<file path="src/design/hid_report_descriptor_parser_macros.svh">
// Assertion macros for the report descriptor parser.
`ifndef HID_REPORT_DESCRIPTOR_PARSER_MACROS_SVH
`define HID_REPORT_DESCRIPTOR_PARSER_MACROS_SVH
// Assert that a condition implies a property in the same cycle.
`define HRDP_ASSERT_IMP(label, cond, prop) \
  label: assert property (@(posedge clk) disable iff (rst) (cond) |-> (prop)) \
    else $error("assertion failed");
// Assert that a condition implies a property in the next cycle.
`define HRDP_ASSERT_NEXT(label, cond, prop) \
  label: assert property (@(posedge clk) disable iff (rst) (cond) |=> (prop)) \
    else $error("assertion failed");
`endif

</file>
<file path="src/design/hrdp_pkg.sv">
// ----------------------------------------------------------------------------
// hrdp_pkg
// Shared constants and types of the report descriptor parser.
// ----------------------------------------------------------------------------
`default_nettype none
package hrdp_pkg;
  localparam int MAX_USAGES_DEF       = 16;
  localparam int MAX_REPORT_COUNT_DEF = 64;

  localparam logic [5:0] TAG_END       = 6'h00;
  localparam logic [5:0] TAG_PAGE      = 6'h01;
  localparam logic [5:0] TAG_USAGE     = 6'h02;
  localparam logic [5:0] TAG_LOG_MIN   = 6'h05;
  localparam logic [5:0] TAG_LOG_MAX   = 6'h09;
  localparam logic [5:0] TAG_USAGE_MIN = 6'h06;
  localparam logic [5:0] TAG_USAGE_MAX = 6'h0A;
  localparam logic [5:0] TAG_SIZE      = 6'h1D;
  localparam logic [5:0] TAG_COUNT     = 6'h25;
  localparam logic [5:0] TAG_INPUT     = 6'h20;
  localparam logic [5:0] TAG_COLL      = 6'h28;
  localparam logic [5:0] TAG_END_COLL  = 6'h30;

  typedef enum logic [1:0] {
    RULE_SINGLE,
    RULE_LIST,
    RULE_RANGE,
    RULE_INDEX
  } rule_t;
endpackage
`default_nettype wire

</file>
<file path="src/design/hrdp_ram.sv">
// ----------------------------------------------------------------------------
// hrdp_ram
// Generic single-port-write, single-read RAM with registered read data.
// ----------------------------------------------------------------------------
`default_nettype none
module hrdp_ram #(
  parameter int WIDTH = 32,
  parameter int DEPTH = 16
) (
  input  wire logic                     clk,
  input  wire logic                     we,
  input  wire logic [$clog2(DEPTH)-1:0] waddr,
  input  wire logic [WIDTH-1:0]         wdata,
  input  wire logic [$clog2(DEPTH)-1:0] raddr,
  output logic      [WIDTH-1:0]         rdata
);
  logic [WIDTH-1:0] mem [DEPTH];

  always_ff @(posedge clk) begin
    if (we) begin
      mem[waddr] <= wdata;
    end
    rdata <= mem[raddr];
  end
endmodule
`default_nettype wire

</file>
<file path="src/design/hid_report_descriptor_parser.sv">
// Report descriptor parser. One descriptor byte is taken per beat, prefix and
// data bytes alike, and a byte waits while a result beat sits undelivered in
// the output register. An Input item emits one beat per report field. Each
// field first reads the usage list RAM and then loads the output register,
// waiting there while the output is backpressured. The input therefore stalls
// until the last field has been loaded. After a tag 0 prefix one end beat is
// sent and every later byte is accepted and dropped.
// ----------------------------------------------------------------------------
// hid_report_descriptor_parser
// Byte-serial HID report descriptor parser with a usage list memory.
// ----------------------------------------------------------------------------
`default_nettype none
`include "hid_report_descriptor_parser_macros.svh"
module hid_report_descriptor_parser #(
  parameter int MAX_USAGES       = hrdp_pkg::MAX_USAGES_DEF,
  parameter int MAX_REPORT_COUNT = hrdp_pkg::MAX_REPORT_COUNT_DEF
) (
  input  wire logic        clk,
  input  wire logic        rst,
  input  wire logic        in_valid,
  output logic             in_ready,
  input  wire logic [7:0]  desc_byte,
  output logic             out_valid,
  input  wire logic        out_ready,
  output logic             kind,
  output logic [31:0]      usage,
  output logic [31:0]      usage_page,
  output logic [7:0]       field_size,
  output logic             is_signed,
  output logic             is_array,
  output logic             is_relative,
  output logic             discard,
  output logic [31:0]      logical_min,
  output logic [31:0]      logical_max,
  output logic [31:0]      total_bits,
  output logic             last
);
  localparam int AW = (MAX_USAGES > 1) ? $clog2(MAX_USAGES) : 1;
  localparam int RD = (MAX_USAGES > 1) ? MAX_USAGES : 2;
  localparam int FW = $clog2(MAX_USAGES + 1);
  localparam int CW = $clog2(MAX_REPORT_COUNT + 1);

  typedef enum logic [1:0] {S_PARSE, S_EMIT, S_DONE} state_t;

  state_t            state;
  logic              phase_data;
  logic [2:0]        bytes_left;
  logic [1:0]        byte_pos;
  logic [5:0]        item_tag;
  logic [31:0]       data_accum;
  logic [31:0]       cur_usage_page, log_min, log_max, usage_lo, usage_hi;
  logic [7:0]        size_bits;
  logic [CW-1:0]     field_count;
  logic [FW-1:0]     usage_fill;
  logic [31:0]       bit_total;
  hrdp_pkg::rule_t   rule;
  logic [CW-1:0]     idx;
  logic [2:0]        attr;
  logic              rd_pend;

  logic              item_go;
  logic [31:0]       item_data;
  logic [31:0]       word;
  logic              ram_we;
  logic [AW-1:0]     ram_raddr;
  logic [31:0]       ram_rdata;
  logic              slot_free;
  logic [31:0]       span;
  logic              beat_load;

  assign slot_free = !out_valid || out_ready;
  assign in_ready  = (state == S_PARSE && slot_free) || state == S_DONE;
  assign beat_load = (state == S_PARSE && in_valid && in_ready && !phase_data &&
                      desc_byte[7:2] == hrdp_pkg::TAG_END) ||
                     (state == S_EMIT && rd_pend && slot_free);

  always_comb begin
    word = data_accum;
    unique case (byte_pos)
      2'd0: word[7:0]   = desc_byte;
      2'd1: word[15:8]  = desc_byte;
      2'd2: word[23:16] = desc_byte;
      default: word[31:24] = desc_byte;
    endcase
    item_go   = 1'b0;
    item_data = 32'd0;
    if (state == S_PARSE && in_valid && in_ready) begin
      if (!phase_data) begin
        item_go = desc_byte[7:2] != hrdp_pkg::TAG_END && desc_byte[1:0] == 2'd0;
      end else begin
        item_go   = bytes_left == 3'd1;
        item_data = word;
      end
    end
  end

  logic [5:0] tag_now;
  assign tag_now = phase_data ? item_tag : desc_byte[7:2];
  assign ram_we  = item_go && tag_now == hrdp_pkg::TAG_USAGE &&
                   usage_fill < FW'(MAX_USAGES);
  assign span    = usage_hi - usage_lo + 32'd1;
  assign ram_raddr = (rule == hrdp_pkg::RULE_SINGLE) ? AW'(0) : AW'(idx);

  hrdp_ram #(.WIDTH(32), .DEPTH(RD)) u_usages (
    .clk   (clk),
    .we    (ram_we),
    .waddr (AW'(usage_fill)),
    .wdata (item_data),
    .raddr (ram_raddr),
    .rdata (ram_rdata)
  );

  always_ff @(posedge clk) begin
    if (rst) begin
      state <= S_PARSE; phase_data <= 1'b0; bytes_left <= 3'd0; byte_pos <= 2'd0;
      item_tag <= '0; data_accum <= '0; cur_usage_page <= '0; log_min <= '0;
      log_max <= '0; usage_lo <= '0; usage_hi <= '0; size_bits <= '0;
      field_count <= '0; usage_fill <= '0; bit_total <= '0; out_valid <= 1'b0;
      rd_pend <= 1'b0; idx <= '0; rule <= hrdp_pkg::RULE_INDEX; attr <= '0;
    end else begin
      out_valid <= beat_load || (out_valid && !out_ready);
      unique case (state)
        S_PARSE: begin
          if (in_valid && in_ready) begin
            if (!phase_data) begin
              item_tag   <= desc_byte[7:2];
              data_accum <= '0;
              byte_pos   <= 2'd0;
              if (desc_byte[7:2] == hrdp_pkg::TAG_END) begin
                state <= S_DONE; kind <= 1'b1; usage <= '0;
                usage_page <= '0; field_size <= '0; is_signed <= 1'b0;
                is_array <= 1'b0; is_relative <= 1'b0; discard <= 1'b0;
                logical_min <= '0; logical_max <= '0; total_bits <= bit_total;
                last <= 1'b1;
              end else if (desc_byte[1:0] != 2'd0) begin
                phase_data <= 1'b1;
                bytes_left <= (desc_byte[1:0] == 2'd3) ? 3'd4 : {1'b0, desc_byte[1:0]};
              end
            end else begin
              data_accum <= word;
              byte_pos   <= byte_pos + 2'd1;
              bytes_left <= bytes_left - 3'd1;
              if (bytes_left == 3'd1) phase_data <= 1'b0;
            end
          end
          if (item_go) begin
            unique case (tag_now)
              hrdp_pkg::TAG_PAGE:      cur_usage_page <= item_data;
              hrdp_pkg::TAG_USAGE:     if (ram_we) usage_fill <= usage_fill + FW'(1);
              hrdp_pkg::TAG_LOG_MIN:   log_min <= item_data;
              hrdp_pkg::TAG_LOG_MAX:   log_max <= item_data;
              hrdp_pkg::TAG_USAGE_MIN: usage_lo <= item_data;
              hrdp_pkg::TAG_USAGE_MAX: usage_hi <= item_data;
              hrdp_pkg::TAG_SIZE:
                size_bits <= (item_data > 32'd255) ? 8'hFF : item_data[7:0];
              hrdp_pkg::TAG_COUNT:
                field_count <= (item_data > 32'(MAX_REPORT_COUNT)) ?
                               CW'(MAX_REPORT_COUNT) : item_data[CW-1:0];
              hrdp_pkg::TAG_INPUT: begin
                attr <= item_data[2:0];
                idx  <= '0;
                rd_pend <= 1'b0;
                usage_fill <= '0;
                if (field_count != '0) state <= S_EMIT;
                priority if (usage_fill == FW'(1)) rule <= hrdp_pkg::RULE_SINGLE;
                else if (32'(usage_fill) == 32'(field_count)) rule <= hrdp_pkg::RULE_LIST;
                else if (usage_fill == '0 && span == 32'(field_count))
                  rule <= hrdp_pkg::RULE_RANGE;
                else rule <= hrdp_pkg::RULE_INDEX;
              end
              hrdp_pkg::TAG_COLL, hrdp_pkg::TAG_END_COLL: usage_fill <= '0;
              default: ;
            endcase
          end
        end
        S_EMIT: begin
          // rd_pend: RAM data for idx is valid this cycle
          if (!rd_pend) begin
            rd_pend <= 1'b1;
          end else if (slot_free) begin
            kind <= 1'b0; usage_page <= cur_usage_page;
            field_size <= size_bits; is_signed <= log_min > log_max;
            is_array <= !attr[1]; is_relative <= attr[2]; discard <= attr[0];
            logical_min <= log_min; logical_max <= log_max;
            total_bits <= bit_total + 32'(size_bits);
            bit_total  <= bit_total + 32'(size_bits);
            last <= idx + CW'(1) == field_count;
            unique case (rule)
              hrdp_pkg::RULE_SINGLE: usage <= ram_rdata;
              hrdp_pkg::RULE_LIST:
                usage <= (32'(idx) < 32'(MAX_USAGES)) ? ram_rdata : 32'd0;
              hrdp_pkg::RULE_RANGE: usage <= usage_lo + 32'(idx);
              default: usage <= 32'(idx);
            endcase
            rd_pend <= 1'b0;
            idx <= idx + CW'(1);
            if (idx + CW'(1) == field_count) state <= S_PARSE;
          end
        end
        default: ;
      endcase
    end
  end

  `HRDP_ASSERT_IMP(a_no_in_emit, state == S_EMIT, !in_ready)
  `HRDP_ASSERT_NEXT(a_done_stays, state == S_DONE, state == S_DONE)
  `HRDP_ASSERT_IMP(a_fill_cap, 1'b1, usage_fill <= FW'(MAX_USAGES))
endmodule
`default_nettype wire
</file>
<file path="config.mk">
export PLATFORM = sky130hd
export DESIGN_NAME = hid_report_descriptor_parser
export DESIGN_NICKNAME = d
export VERILOG_FILES = /design/src/design/hrdp_pkg.sv /design/src/design/hrdp_ram.sv /design/src/design/hid_report_descriptor_parser.sv
export VERILOG_INCLUDE_DIRS = /design/src /design/src/design
export SDC_FILE = /design/constraint.sdc
export NUM_CORES = 2
export LEC_CHECK = 0
export ABC_AREA = 1
export BUFFER_PORTS_ARGS = -buffer_cell sky130_fd_sc_hd__buf_2
export CELL_PAD_IN_SITES_DETAIL_PLACEMENT = 0
export CELL_PAD_IN_SITES_GLOBAL_PLACEMENT = 1
export CORE_ASPECT_RATIO = 1.4
export CORE_MARGIN = 4
export CORE_UTILIZATION = 44
export DETAILED_ROUTE_END_ITERATION = 10
export GPL_TIMING_DRIVEN = 0
export HOLD_SLACK_MARGIN = 0.15
export PLACE_DENSITY = 0.83
export SLEW_MARGIN = 5
export SYNTH_ARGS = -nofsm -noshare
export SYNTH_HDL_FRONTEND = slang
export SYNTH_SLANG_ARGS = --single-unit
</file>
<file path="constraint.sdc">
create_clock -name clk -period 21.8 [get_ports clk]
set_input_delay 4.36 -clock clk [delete_from_list [all_inputs] [get_ports clk]]
set_output_delay 4.36 -clock clk [all_outputs]
set_load 0.01 [all_outputs]
</file>
==> results.toml <==
[synthesis]
synthCells = 4483
synth_warnings = 0
yosys.area_share.simple_pct = 15.8
main_combinational_cell_family_by_area_after_synthesis = "simple AND/OR/NAND/NOR gates"
synthesis.area_per_instance_um2 = 9.78
synth_edf_count = 686
synth-seq-cells = 990
seq_area_frac_synth_pct = 60.8
synthMuxAreaShare_pct = 0
synth_async_sr_flop_share_pct = 0
number_of_distinct_standard_cells_referenced_by_the_synthesized_netlist = 58
synth_compound_area_share_pct = 13.0
synth-main-ff-cell = "edfxtp_1"
post_synth_design_cell_area_um2 = 43900
synth_fa_ha_area_share_pct = 3.53
post_syn_nets = 4617
yosys.area_share.xor_xnor_pct = 0.859

[place]
dp_hpwl_um = 110000
port_buffers = 185
routability_congestion = 0.949

[routing]
avgRoutedWirePerCell_um = 23.9
drt-initial-drc-count = 3229
drt_pre_antenna_iters = 8
postRouteAntennaNets = 0
wl_um = 149000
vias = 34659
drc = 0
number_of_vias_per_cell = 5.58

[worst_setup_path]
critical_path.slowest_cell = "a21oi_4"
critical_path.reg2reg.endpoint = "size_bits[6]"
cp_num_buf_inv = 2
ff2ff_setup_slack_ps = 18030
setup.worst_path.start_class = "input pin"
timing.critical_path.max_delay_family = "buffers and inverters"
crit_path_max_fanout = 6
critical_path_s_most_frequent_cell = "buf_2"
critical_path.cell_chain = "buf_2 -> nor2_4 -> a21oi_4 -> buf_2"
setup.worst_path.end_class = "primary output"
criticalPathCategory = "input pin to primary output"
worst-r2r-cell-count = 14
crit_arrival_ps = 5060
cp.required_ps = 17440
r2r-start = "byte_pos[0]"
critical_path.max_stage_delay_ps = 280

[floorplan]
start_util_pct = 44.5
fp.dieArea_um2 = 105000
fp.dieH_um = 382
std_cell_rows = 136
core_area_um2 = 98500
floorplan.io_pins = 188
die_width_um = 275

[cells_and_area]
area_growth_syn_to_layout_pct = 15.4
layout_cells_sized_above_1_pct = 10.8
design.final.nets = 4950
fin_util_pct = 51.4

[timing]
rsz0062_at_grt = "false"
final-setup-viol-count = 0
highest_clock_rate_mhz = 106
max_slew.worst_pin.slew_ps = 1440
clock-skew-final_ps = 29.6
period_share_pct = 43.2
timing_hold_violations_final = 0
slew_violations = 0
min_period_ps = 9420
setup_tns_ps = 0
worst_slew_margin_rel_pct = 4.13

[hold_path]
worstHoldEndpoint = "item_tag[2]"
hold_class = "flip-flop to flip-flop"
hold_depth = 2
worst_hold_startpoint = "item_tag[2]"

[clock_tree]
cts_setup_buffers = 0
clkSinkCount = 990
clock_latency_ps = 710
clkSlewWorstSetupHoldPaths_ps = 60
postCtsResizedCells = 0
numCtsBuffers = 93
cts_tree = "done"
cts.htree.levels = 3
cts-root-to-sink-buffers = 3
ctsRootBufferMaster = "clkbuf_16"
cts.hold.buffers_added = 0

[pwr]
ir_drop_worst_vdd_mv = 0.0581
leakagePower_nw = 18.9
cell_area_power_density_nw_per_um2 = 75.5

[global_routing]
grt_start_max_net_pins = 23
grt_first_pass_wirelength_um = 215000
grt-ovfl-total = 0
first_global_vias = 33952
antenna_violations_before_repair = 10
globalRouteTotalUtil_pct = 27.7

[job]
cap_viol_max_count = 0

[outcome]
run_status = "finished, final reports clean"
through the flow:
step	std cells	power (mW)	setup WS [ps]	area (µm²)	hold WS (ps)
final	6211	3.82	12380	50600	453
after global routing	6207	3.92	12350	50600	481
after CTS	6206	3.82	12390	50600	455
after detailed placement	6032	2.18	12400	47500	445
after global placement	5979	2.18	1900	46400	440
after floorplan	4483	2.13	6700	43900	429
registers in the layout (all words and copies together) (netlist names), 8 cells and up:
name / flops
logical_min: 32
data_accum: 32
usage_lo: 32
usage_hi: 32
log_min: 32
usage: 32
size_bits: 8
cur_usage_page: 32
field_size: 8
usage_page: 32
log_max: 32
u_usages.rdata: 32
bit_total: 32
u_usages.mem: 512
logical_max: 32
total_bits: 32
worst reg2reg max path, cell delays in order, from the launching register on:
cell and delay, ps:
dfxtp_1 360, ha_1 270, inv_1 90, buf_2 180
o21ai_0 200, nand2_1 140, nor2_2 1100, inv_1 590
nand3_1 230, nor2_1 70, nand2_1 150, nor2_4 90
nand3_1 80, o211ai_1 100, inv_1 80
cell usage in the layout, fill, tap and decap left out, types with 12 or more instances in the layout:
| cell | count |
|---|---|
| o311ai_0 | 92 |
| nand4_1 | 36 |
| nand3_1 | 145 |
| buf_2 | 227 |
| dfxtp_1 | 304 |
| inv_2 | 18 |
| clkbuf_1 | 179 |
| edfxtp_1 | 686 |
| o21ai_1 | 25 |
| nand2_1 | 595 |
| a31oi_1 | 15 |
| ha_1 | 119 |
| inv_1 | 425 |
| o21ai_0 | 357 |
| nor2_4 | 23 |
| nor2_2 | 27 |
| o211ai_1 | 71 |
| buf_4 | 14 |
| xnor2_1 | 15 |
| o32ai_1 | 36 |
| clkbuf_16 | 97 |
| nor2_1 | 777 |
| clkinv_2 | 12 |
| xor2_1 | 28 |
| nor3_1 | 43 |
| buf_8 | 21 |
| a21oi_1 | 310 |
| clkinv_1 | 23 |
cell usage after synthesis (all sizes together) (14+ instances only):
cell type | n | share of area, %
nor2 | 827 | 7.2
nand3 | 147 | 1.7
a211oi | 19 | 0.44
nor3 | 45 | 0.54
buf | 61 | 0.75
inv | 443 | 3.8
o211ai | 71 | 1.2
ha | 119 | 3.4
a21oi | 311 | 3.6
dfxtp | 304 | 14
a31oi | 15 | 0.21
xor2 | 28 | 0.56
nor4 | 14 | 0.23
o311ai | 92 | 1.8
o32ai | 36 | 0.72
xnor2 | 15 | 0.30
clkbuf | 162 | 1.4
o21ai | 387 | 4.5
edfxtp | 686 | 47
nand4 | 37 | 0.54
nand2 | 599 | 5.2
cells by family (layout without fill, tap and decap cells):
kind of cell	after synthesis	in the layout
DFF	990	990
and+or+nand+nor	1696	1696
AOI/OAI and AO/OA	964	964
adders and majority gates	122	122
other	0	5
buffers and inverters	668	1080
xor gates and xnor gates	43	43
area by class of cell:
| cell class | count | area, µm² |
|---|---|---|
| diodes | 5 | 12.5 |
| plain buffers | 223 | 938 |
| clock buffers | 117 | 2520 |
| clock inverters | 57 | 577 |
| fillers | 8959 | 47900 |
| inverters | 445 | 1670 |
| multi-input cells | 2825 | 14800 |
| flip-flops and latches | 990 | 26700 |
| well taps | 1311 | 1640 |
| repair buffers | 238 | 1800 |
report_power, final:
group	total, mW	switching [mW]	internal, mW
logic	0.144	0.102	0.0423
registers	2.00	0.00323	1.99
clock network	1.68	0.746	0.935
worst max-delay path by stage:
stage / startpoint / endpoint / slack [ps] / cells after the start
floorplan: out_ready / discard / 6700 / 8
global placement: out_ready / usage_page[17] / 1900 / 9
detailed placement: out_ready / in_ready / 12400 / 4
CTS: out_ready / in_ready / 12390 / 4
global route: out_ready / in_ready / 12350 / 4
finish: out_ready / in_ready / 12380 / 4
metal layers:
metal | global-route usage, % | up-vias | wire length (µm)
li1 | - | 16149 | -
met1 | 32.1 | 16642 | 54100
met2 | 47.2 | 1430 | 72900
met3 | 3.92 | 434 | 9340
met4 | 19.4 | 4 | 12300
met5 | 0 | - | 33
(Power assumes the default switching activity.)
